<file path="src/ale_pkg.sv">
package ale_pkg;

	// default scan limits
	localparam int COLUMN_LIMIT_DEF = 16;
	localparam int ARG_CHARS_DEF    = 7;

	// line records held between scanner and encoder
	localparam int QUEUE_DEPTH = 2;

	// mnemonic buffer
	localparam int MNEM_CHARS = 5;
	localparam int MNEM_LEN_W = 3;
	localparam int OP_COUNT   = 16;

	// opcodes with special encodings
	localparam logic [3:0] OP_NOP   = 4'd0;
	localparam logic [3:0] OP_JMP   = 4'd13;
	localparam logic [3:0] OP_FLG   = 4'd14;
	localparam logic [3:0] OP_RSTFG = 4'd15;

	// register codes
	localparam logic [1:0] REG_NONE = 2'd0;
	localparam logic [1:0] REG_AL   = 2'd1;
	localparam logic [1:0] REG_BL   = 2'd2;
	localparam logic [1:0] REG_CL   = 2'd3;

	localparam logic [15:0] TXT_AL = "AL";
	localparam logic [15:0] TXT_BL = "BL";
	localparam logic [15:0] TXT_CL = "CL";

	localparam logic [7:0] CH_SEMI  = ";";
	localparam logic [7:0] CH_COMMA = ",";

	// mnemonic names, first character in the top byte, padded with blanks
	localparam logic [8*MNEM_CHARS-1:0] OP_NAME [OP_COUNT] = '{
		"NOP  ", "MOV  ", "STOR ", "LOAD ", "INC  ", "ADD  ", "ADDIV", "DEC  ",
		"SUB  ", "SUBIV", "OR   ", "AND  ", "CMP  ", "JMP  ", "FLG  ", "RSTFG"
	};
	localparam logic [MNEM_LEN_W-1:0] OP_LEN [OP_COUNT] = '{
		3'd3, 3'd3, 3'd4, 3'd4, 3'd3, 3'd3, 3'd5, 3'd3,
		3'd3, 3'd5, 3'd2, 3'd3, 3'd3, 3'd3, 3'd3, 3'd5
	};

	typedef struct packed {
		logic [7:0] ch;
		logic       line_end;
	} char_item_t;

	typedef struct packed {
		logic [7:0] code_byte;
		logic       last_of_line;
		logic       bad_line;
	} code_item_t;

	// one scanned line, ready for encoding
	typedef struct packed {
		logic [MNEM_CHARS-1:0][7:0] mnem;
		logic [MNEM_LEN_W-1:0]      mnem_len;
		logic                       fault;
		logic [1:0]                 reg0;
		logic [1:0]                 reg1;
		logic [7:0]                 num0;
		logic [7:0]                 num1;
	} line_rec_t;

	typedef struct packed {
		logic       hit;
		logic [3:0] op;
	} op_find_t;

	// look up a mnemonic among the known names
	function automatic op_find_t find_op(input logic [MNEM_CHARS-1:0][7:0] mnem,
			input logic [MNEM_LEN_W-1:0] len);
		op_find_t r;
		logic     same;
		r.hit = 1'b0;
		r.op  = OP_NOP;
		for (int op = 0; op < OP_COUNT; op++) begin
			same = (len == OP_LEN[op]);
			for (int k = 0; k < MNEM_CHARS; k++) begin
				if ((MNEM_LEN_W'(k) < len) &&
						(mnem[k] != OP_NAME[op][8*(MNEM_CHARS-1-k) +: 8])) begin
					same = 1'b0;
				end
			end
			if (same && !r.hit) begin
				r.hit = 1'b1;
				r.op  = 4'(op);
			end
		end
		return r;
	endfunction

	// register code of an argument
	function automatic logic [1:0] reg_code(input logic is_two, input logic [15:0] head);
		logic [1:0] r;
		r = REG_NONE;
		if (is_two) begin
			if (head == TXT_AL) begin
				r = REG_AL;
			end else if (head == TXT_BL) begin
				r = REG_BL;
			end else if (head == TXT_CL) begin
				r = REG_CL;
			end
		end
		return r;
	endfunction

endpackage

</file>
<file path="src/ale_front.sv">
module ale_front import ale_pkg::*; #(
	parameter int COLUMN_LIMIT = COLUMN_LIMIT_DEF,
	parameter int ARG_CHARS    = ARG_CHARS_DEF
) (
	input  logic       clk,
	input  logic       arst_n,
	input  logic       chr_valid,
	output logic       chr_ready,
	input  char_item_t chr,
	input  logic       q_full,
	output logic       push,
	output line_rec_t  rec
);

	localparam int CW = $clog2(COLUMN_LIMIT + 1);
	localparam int AW = $clog2(ARG_CHARS + 1);

	logic [CW-1:0]         column_q, n_column;
	logic                  in_args_q, n_in_args;
	logic [7:0]            mnem_q [MNEM_CHARS];
	logic [7:0]            n_mnem [MNEM_CHARS];
	logic [MNEM_LEN_W-1:0] mlen_q, n_mlen;
	logic                  second_q, n_second;
	logic                  stopped_q, n_stopped;
	logic [AW-1:0]         alen_q [2];
	logic [AW-1:0]         n_alen [2];
	logic [15:0]           head_q [2];
	logic [15:0]           n_head [2];
	logic [7:0]            num_q [2];
	logic [7:0]            n_num [2];
	logic                  open_q [2];
	logic                  n_open [2];
	logic                  fault_q, n_fault;
	logic                  take;
	logic                  is_upper, is_digit;

	assign chr_ready = !q_full;
	assign take      = chr_valid && chr_ready;
	assign push      = take && chr.line_end;
	assign is_upper  = (chr.ch >= "A") && (chr.ch <= "Z");
	assign is_digit  = (chr.ch >= "0") && (chr.ch <= "9");

	// scan one character
	always_comb begin
		n_column  = column_q;
		n_in_args = in_args_q;
		n_mnem    = mnem_q;
		n_mlen    = mlen_q;
		n_second  = second_q;
		n_stopped = stopped_q;
		n_alen    = alen_q;
		n_head    = head_q;
		n_num     = num_q;
		n_open    = open_q;
		n_fault   = fault_q;
		if (column_q < CW'(COLUMN_LIMIT)) begin
			n_column = column_q + 1'b1;
			if (!in_args_q && is_upper) begin
				if (mlen_q < MNEM_LEN_W'(MNEM_CHARS)) begin
					n_mnem[mlen_q] = chr.ch;
				end
				if (mlen_q < MNEM_LEN_W'(MNEM_CHARS + 1)) begin
					n_mlen = mlen_q + 1'b1;
				end
			end else begin
				n_in_args = 1'b1;
				if (!stopped_q) begin
					if (chr.ch == CH_SEMI) begin
						n_stopped = 1'b1;
					end else if (chr.ch == CH_COMMA) begin
						// a further comma restarts the second argument
						if (second_q) begin
							n_alen[1] = '0;
							n_head[1] = '0;
							n_num[1]  = '0;
							n_open[1] = 1'b1;
						end
						n_second = 1'b1;
					end else if (is_upper || is_digit) begin
						if (alen_q[second_q] >= AW'(ARG_CHARS)) begin
							n_fault = 1'b1;
						end else begin
							if (alen_q[second_q] == AW'(0)) begin
								n_head[second_q][15:8] = chr.ch;
							end else if (alen_q[second_q] == AW'(1)) begin
								n_head[second_q][7:0] = chr.ch;
							end
							n_alen[second_q] = alen_q[second_q] + 1'b1;
							if (open_q[second_q] && is_digit) begin
								n_num[second_q] = (num_q[second_q] << 3) +
									(num_q[second_q] << 1) + {4'd0, chr.ch[3:0]};
							end else begin
								n_open[second_q] = 1'b0;
							end
						end
					end
				end
			end
		end
	end

	// line record from the scan including the last character
	always_comb begin
		for (int k = 0; k < MNEM_CHARS; k++) begin
			rec.mnem[k] = n_mnem[k];
		end
		rec.mnem_len = n_mlen;
		rec.fault    = n_fault;
		rec.reg0     = reg_code(n_alen[0] == AW'(2), n_head[0]);
		rec.reg1     = reg_code(n_alen[1] == AW'(2), n_head[1]);
		rec.num0     = n_num[0];
		rec.num1     = n_num[1];
	end

	// line control state, cleared after each line
	always_ff @(posedge clk or negedge arst_n) begin
		if (!arst_n) begin
			column_q  <= '0;
			in_args_q <= 1'b0;
			mlen_q    <= '0;
			second_q  <= 1'b0;
			stopped_q <= 1'b0;
			fault_q   <= 1'b0;
			for (int a = 0; a < 2; a++) begin
				alen_q[a] <= '0;
				num_q[a]  <= '0;
				open_q[a] <= 1'b1;
			end
		end else if (take) begin
			if (chr.line_end) begin
				column_q  <= '0;
				in_args_q <= 1'b0;
				mlen_q    <= '0;
				second_q  <= 1'b0;
				stopped_q <= 1'b0;
				fault_q   <= 1'b0;
				for (int a = 0; a < 2; a++) begin
					alen_q[a] <= '0;
					num_q[a]  <= '0;
					open_q[a] <= 1'b1;
				end
			end else begin
				column_q  <= n_column;
				in_args_q <= n_in_args;
				mlen_q    <= n_mlen;
				second_q  <= n_second;
				stopped_q <= n_stopped;
				fault_q   <= n_fault;
				alen_q    <= n_alen;
				num_q     <= n_num;
				open_q    <= n_open;
			end
		end
	end

	// character buffers, only read where written this line
	always_ff @(posedge clk) begin
		if (take) begin
			mnem_q <= n_mnem;
			head_q <= n_head;
		end
	end

endmodule

</file>
<file path="src/ale_queue.sv">
module ale_queue import ale_pkg::*; #(
	parameter int DEPTH = QUEUE_DEPTH
) (
	input  logic      clk,
	input  logic      arst_n,
	input  logic      push,
	input  line_rec_t push_rec,
	output logic      full,
	input  logic      pop,
	output logic      head_valid,
	output line_rec_t head
);

	localparam int PW = (DEPTH > 1) ? $clog2(DEPTH) : 1;
	localparam int NW = $clog2(DEPTH + 1);

	line_rec_t     ent_q [DEPTH];
	logic [PW-1:0] wr_q, rd_q;
	logic [NW-1:0] cnt_q;
	logic          do_push, do_pop;

	assign full       = (cnt_q == NW'(DEPTH));
	assign head_valid = (cnt_q != '0);
	assign head       = ent_q[rd_q];
	assign do_push    = push && !full;
	assign do_pop     = pop && head_valid;

	// record storage
	always_ff @(posedge clk) begin
		if (do_push) begin
			ent_q[wr_q] <= push_rec;
		end
	end

	// pointers and fill count
	always_ff @(posedge clk or negedge arst_n) begin
		if (!arst_n) begin
			wr_q  <= '0;
			rd_q  <= '0;
			cnt_q <= '0;
		end else begin
			if (do_push) begin
				wr_q <= (wr_q == PW'(DEPTH - 1)) ? '0 : wr_q + 1'b1;
			end
			if (do_pop) begin
				rd_q <= (rd_q == PW'(DEPTH - 1)) ? '0 : rd_q + 1'b1;
			end
			if (do_push && !do_pop) begin
				cnt_q <= cnt_q + 1'b1;
			end else if (do_pop && !do_push) begin
				cnt_q <= cnt_q - 1'b1;
			end
		end
	end

endmodule

</file>
<file path="src/ale_back.sv">
module ale_back import ale_pkg::*; (
	input  logic       clk,
	input  logic       arst_n,
	input  logic       head_valid,
	input  line_rec_t  head,
	output logic       pop,
	output logic       code_valid,
	input  logic       code_ready,
	output code_item_t code
);

	op_find_t   found;
	code_item_t first, second;
	logic       two;
	logic [7:0] instr;
	logic       phase_q;
	logic       out_valid_q;
	code_item_t out_q;
	logic       load;

	// encode the line at the queue head
	always_comb begin
		found = find_op(head.mnem, head.mnem_len);
		instr = {found.op, head.reg0, head.reg1};
		first  = '{code_byte: 8'd0, last_of_line: 1'b1, bad_line: 1'b1};
		second = '{code_byte: head.num0, last_of_line: 1'b1, bad_line: 1'b0};
		two    = 1'b0;
		if (!found.hit) begin
			first = '{code_byte: 8'd0, last_of_line: 1'b1, bad_line: 1'b1};
		end else if (found.op == OP_NOP || found.op == OP_RSTFG) begin
			first = '{code_byte: {found.op, 4'd0}, last_of_line: 1'b1, bad_line: 1'b0};
		end else if (head.fault) begin
			first = '{code_byte: 8'd0, last_of_line: 1'b1, bad_line: 1'b1};
		end else if (found.op == OP_JMP || found.op == OP_FLG) begin
			first = '{code_byte: {found.op, 4'd0}, last_of_line: 1'b0, bad_line: 1'b0};
			two   = 1'b1;
		end else if (head.reg0 != REG_NONE && head.reg1 != REG_NONE) begin
			first = '{code_byte: instr, last_of_line: 1'b1, bad_line: 1'b0};
		end else begin
			first = '{code_byte: instr, last_of_line: 1'b0, bad_line: 1'b0};
			second.code_byte = (head.reg1 == REG_NONE) ? head.num1 : head.num0;
			two   = 1'b1;
		end
	end

	// next beat enters the output register when it is free or being taken
	assign load       = head_valid && (!out_valid_q || code_ready);
	assign pop        = load && (phase_q || !two);
	assign code_valid = out_valid_q;
	assign code       = out_q;

	always_ff @(posedge clk) begin
		if (load) begin
			out_q <= phase_q ? second : first;
		end
	end

	// byte phase and output valid
	always_ff @(posedge clk or negedge arst_n) begin
		if (!arst_n) begin
			phase_q     <= 1'b0;
			out_valid_q <= 1'b0;
		end else begin
			if (load) begin
				phase_q     <= !phase_q && two;
				out_valid_q <= 1'b1;
			end else if (code_ready) begin
				out_valid_q <= 1'b0;
			end
		end
	end

endmodule

</file>
<file path="src/assembly_line_encoder.sv">
// channel  | signals                       | beat
// ---------+-------------------------------+------------------------------------
// chr      | chr_valid, chr_ready, chr     | one source character, line_end flag
// code     | code_valid, code_ready, code  | one output byte with line flags
//
// one character is taken per cycle; the scanner does constant work per beat
// a line yields one or two code beats, one per ready cycle from the output register
// up to two scanned lines wait in the record queue; chr_ready drops while it is full
// a line is encoded once its record, pushed with its last character, heads the queue
// reset clears all control state; no clearing pass is needed
module assembly_line_encoder import ale_pkg::*; #(
	parameter int COLUMN_LIMIT = COLUMN_LIMIT_DEF,
	parameter int ARG_CHARS    = ARG_CHARS_DEF
) (
	input  logic       clk,
	input  logic       arst_n,
	input  logic       chr_valid,
	output logic       chr_ready,
	input  char_item_t chr,
	output logic       code_valid,
	input  logic       code_ready,
	output code_item_t code
);

	logic      q_full, q_push, q_pop, q_valid;
	line_rec_t q_in, q_head;

	// character scanner
	ale_front #(
		.COLUMN_LIMIT(COLUMN_LIMIT),
		.ARG_CHARS   (ARG_CHARS)
	) u_front (
		.clk      (clk),
		.arst_n   (arst_n),
		.chr_valid(chr_valid),
		.chr_ready(chr_ready),
		.chr      (chr),
		.q_full   (q_full),
		.push     (q_push),
		.rec      (q_in)
	);

	// line record queue
	ale_queue #(
		.DEPTH(QUEUE_DEPTH)
	) u_queue (
		.clk       (clk),
		.arst_n    (arst_n),
		.push      (q_push),
		.push_rec  (q_in),
		.full      (q_full),
		.pop       (q_pop),
		.head_valid(q_valid),
		.head      (q_head)
	);

	// byte encoder
	ale_back u_back (
		.clk       (clk),
		.arst_n    (arst_n),
		.head_valid(q_valid),
		.head      (q_head),
		.pop       (q_pop),
		.code_valid(code_valid),
		.code_ready(code_ready),
		.code      (code)
	);

endmodule

</file>
<file path="config.mk">
export PLATFORM = sky130hd
export DESIGN_NAME = assembly_line_encoder
export DESIGN_NICKNAME = d
export VERILOG_FILES = /design/src/ale_pkg.sv /design/src/ale_front.sv /design/src/ale_queue.sv /design/src/ale_back.sv /design/src/assembly_line_encoder.sv
export SDC_FILE = /design/constraint.sdc
export NUM_CORES = 1
export LEC_CHECK = 0
export ABC_CLOCK_PERIOD_IN_PS = 5850
export CAP_MARGIN = 10
export CORE_UTILIZATION = 30
export CTS_CLUSTER_SIZE = 30
export DETAILED_ROUTE_END_ITERATION = 16
export DONT_BUFFER_PORTS = 1
export GPL_TIMING_DRIVEN = 0
export PLACE_DENSITY = 0.55
export SYNTH_ARGS = -nofsm -noshare
export SYNTH_HDL_FRONTEND = slang
export SYNTH_SLANG_ARGS = --single-unit
</file>
<file path="constraint.sdc">
create_clock -name clk -period 5.85 [get_ports clk]
set_input_delay 0.8775 -clock clk [delete_from_list [all_inputs] [get_ports clk]]
set_output_delay 0.8775 -clock clk [all_outputs]
set_load 0.005 [all_outputs]
</file>
==> results.md <==
* Status: completed
* Count of unique library cells instantiated by Yosys at 91
* Fin. Hold Viols at 0
* FF-to-FF End: u_front.num_q[7]
* Area grow syn2layout at 12.7%
* Maximum vdd drop at 194 µV
* Worst slew margin relative to its limit at 18.1%
* Most frequent cells in the layout: 210 x edfxtp_1, 64 x mux2_2, 62 x nor2_1, 53 x nand2_1, 43 x a22o_1
* Delay-heaviest family, CP: compound AO/OA/AOI/OAI gates
* GR Util met3 at 2.60%
* Ports at 25
* Hold crit path type: in2async
* Clk Latency, worst-skew pair at 550 ps
* H-tree Lvls at 1
* Switching fraction of total power at 31.4%
* Clock power frac at 29.5%
* Clk buf depth at 3
* Non-Filler Instances at 1,553
* Final setup fails at 0
* Reg clk slew, reported paths at 70 ps
* Multi-input gate area at 4810 µm²
* TritonCTS Buffers at 27
* Buf/Inv on CP at 3
* Drt wl/cell at 20.5 µm
* Crit path depth at 14
* Fraction of layout cells with a size suffix above 1 at 15.2%
* Slowest stage delay, CP at 500 ps
* Final Power at 5.25 mW
* Met1 Track Usage GR at 21.3%
* Vias at 8,355
* Row cnt at 74
* Hpwl dp at 22.4 mm
* Flop pwr share at 47.0%
* Seq/Total Area, Yosys at 59.3%
* Final slew viol count at 0
* Cell area power density at 375 nW/µm²
* P_leak at 4.84 nW
* Setup bufs post-CTS at 0
* Syn avg cell area at 12.8 µm²
* Clock skew at 22.9 ps
* Setup TNS at 0 ps
* Combinational share of power at 23.5%
* Period Utilization, post-route at 78.5%
* Gr busiest metal: met2
* Initial detailed-routing violation count at 632
* Worst path slowest cell: clkbuf_1
* Setup crit start kind: register
* GPL Wtd Cong at 0.895
* Total internal power at 3.60 mW
* Largest net degree at the start of global routing at 56
* Final core occ at 34.3%
* Initial antenna violation count at 0
* R2r startpoint: u_front.second_q
* YS warnings at 0
* Drt pass-1 iters at 5
* CP cell instances: clkbuf_1 -> clkbuf_1 -> clkbuf_1 -> mux2_2 -> fa_1 -> ha_1 -> a21o_1 -> a21oi_1 -> o21bai_1 -> a21oi_1 -> xnor3_1 -> a22o_1 -> a22o_1 -> a22o_1
* Fin Hold WS at 162 ps
* Min Tclk post-route at 4590 ps
* Worst Setup Path Type: reg2reg
* Number of routed nets with antenna violations at 0
* First-pass GRT wire length at 48.7 mm
* Cells after synthesis at 967
* FILL cells at 3,973
* Max_cap viols at 0
* Met2 usage at 24.3%
* Ys async rst share at 16.7%
* Chip height at 205 µm
* Most common cell after layout, fill and taps aside: edfxtp_1
* P_sw at 1.65 mW
* Nets@finish at 1,033
* Post-DR vias/cell at 5.38
* Post-synthesis instance area at 12,400 µm²
* Worst endpoint required time at 6290 ps
* Synth Register Bits at 252
* Root Buffer: clkbuf_16
* Critical path arrival at 5030 ps
* Main synth FF type: edfxtp_1
* Core area at 40,800 µm²
* Starting density of the core at 30.4%
* Crit-path max FO at 10
* CTS tree: done
* Highest Clock Rate at 218 MHz
* GRT overflow at 0
* Antenna diodes at 0
* Drc violations at 0
* Number of global-route vias before repair at 8,075
* R2R Setup Slk at 1260 ps
* Cells after DPL at 1,503
* Crit. End Element: register
* Reg2reg path depth at 14
* Post-synth EDFFs at 210
* Num Clock Sinks at 252
* RSZ-0062 raised after global routing: false
* Register Area at 7360 µm²
* Post-Route WL at 31.8 mm
* Syn_nets at 999
* GRT Overall Usage at 15.2%
* Chip Width at 205 µm
* Area of the die at 42,200 µm²
* Port bufs at 0
* Tightest Pin Transition at 1230 ps
## kinds of logic (layout without fill, tap and decap cells)
family                   count (synthesis)  in the layout  share of synthesized area (%)
buffers and inverters                   61            115                           2.06
XOR/XNOR                                11             11                          0.887
AND/OR/NAND/NOR                        325            325                           15.4
flip-flops                             252            252                           59.3
multiplexers                            84             84                           7.58
adder cells (fa/ha/maj)                 19             19                           2.04
AO/OA/AOI/OAI                          215            215                           12.8
## how the worst max path moves through the flow
stage | slack (ps) | end | startpoint
2_1_floorplan | 30 | u_queue.ent_q[1][0] | chr_valid
3_3_place_gp | -2900 | u_queue.ent_q[0][31] | chr_valid
3_5_place_dp | 1310 | u_front.num_q[7] | u_front.second_q
4_1_cts | 1270 | u_front.num_q[7] | u_front.second_q
5_1_grt | 1030 | u_front.num_q[7] | u_front.second_q
6_report | 1260 | u_front.num_q[7] | u_front.second_q
## power groups by stage
stage / clock, mW / sequential, mW / combinational, mW
2_1_floorplan: 0 / 2.47 / 0.829
3_5_place_dp: 0 / 2.50 / 1.22
5_1_grt: 1.65 / 2.50 / 1.34
4_1_cts: 1.59 / 2.47 / 1.24
3_3_place_gp: 0 / 2.53 / 1.18
6_report: 1.55 / 2.47 / 1.23
## cell usage after synthesis (all sizes together) (4+ instances only)
master     n  area, µm²
o21ai     35        183
mux2      64        721
nor2b     12       75.1
nand4     16        100
o32ai      4       35.0
nand2     53        199
nor4bb     4       40.0
nor3      33        176
or3        5       31.3
nand2b    19        119
o211ai    18        140
or2        6       37.5
a21o       9       67.6
nor2      63        236
a31oi     12       75.1
xor2       5       43.8
buf       13       75.1
and4b      4       40.0
dfrtp     40       1000
nand4b     8       76.3
a22o      43        377
and3       6       37.5
and2      13       81.3
nor4b      8       82.6
o22ai     11       68.8
nor4      10       96.4
nand3     18       90.1
ha        17        213
nor3b     17        128
a2111oi    4       48.8
or3b       6       55.1
a21oi     33        169
inv       22       82.6
a22oi      4       30.0
clkbuf    26       97.6
mux2i     20        220
xnor2      5       43.8
edfxtp   210       6310
and3b     10       87.6
nand3b     9       67.6
## timing repair
item,in CTS,in global routing
hold buffers,1,0
gates resized for setup,0,0
hold endpoints to repair,40,0
## registers in the layout, indices dropped and copies added (netlist names), 2 cells and up
signal            cells
u_back.code          10
u_front.head_q       32
u_front.alen_q        6
u_queue.cnt_q         2
u_front.mlen_q        3
u_front.column_q      5
u_front.open_q        2
u_front.num_q        16
u_queue.ent_q       128
u_front.mnem_q       40
## cell type report
cell class / count / share of cell area [%]
Sequential cell: 252 / 52.6
Multi-Input combinational cell: 654 / 34.4
Clock buffer: 36 / 5.07
Tap cell: 532 / 4.75
Buffer: 39 / 1.26
Timing Repair Buffer: 5 / 0.876
Inverter: 22 / 0.590
Clock inverter: 13 / 0.509
## per-layer routing
layer / share of wire [%] / wire length (µm) / vias to the layer above
li1: - / - / 3885
met1: 47 / 14900 / 4192
met2: 46 / 14800 / 247
met3: 5.3 / 1690 / 31
met4: 1.5 / 484 / 0
met5: 0 / 0 / -
## metrics by stage
stage	setup slack (ps)	cell area (µm²)
2_1_floorplan	32.7	12400
3_3_place_gp	-2900	13100
3_5_place_dp	1310	13200
4_1_cts	1270	14000
5_1_grt	1030	14000
6_report	1260	14000
No activity file was read; power rests on OpenSTA's default activity.
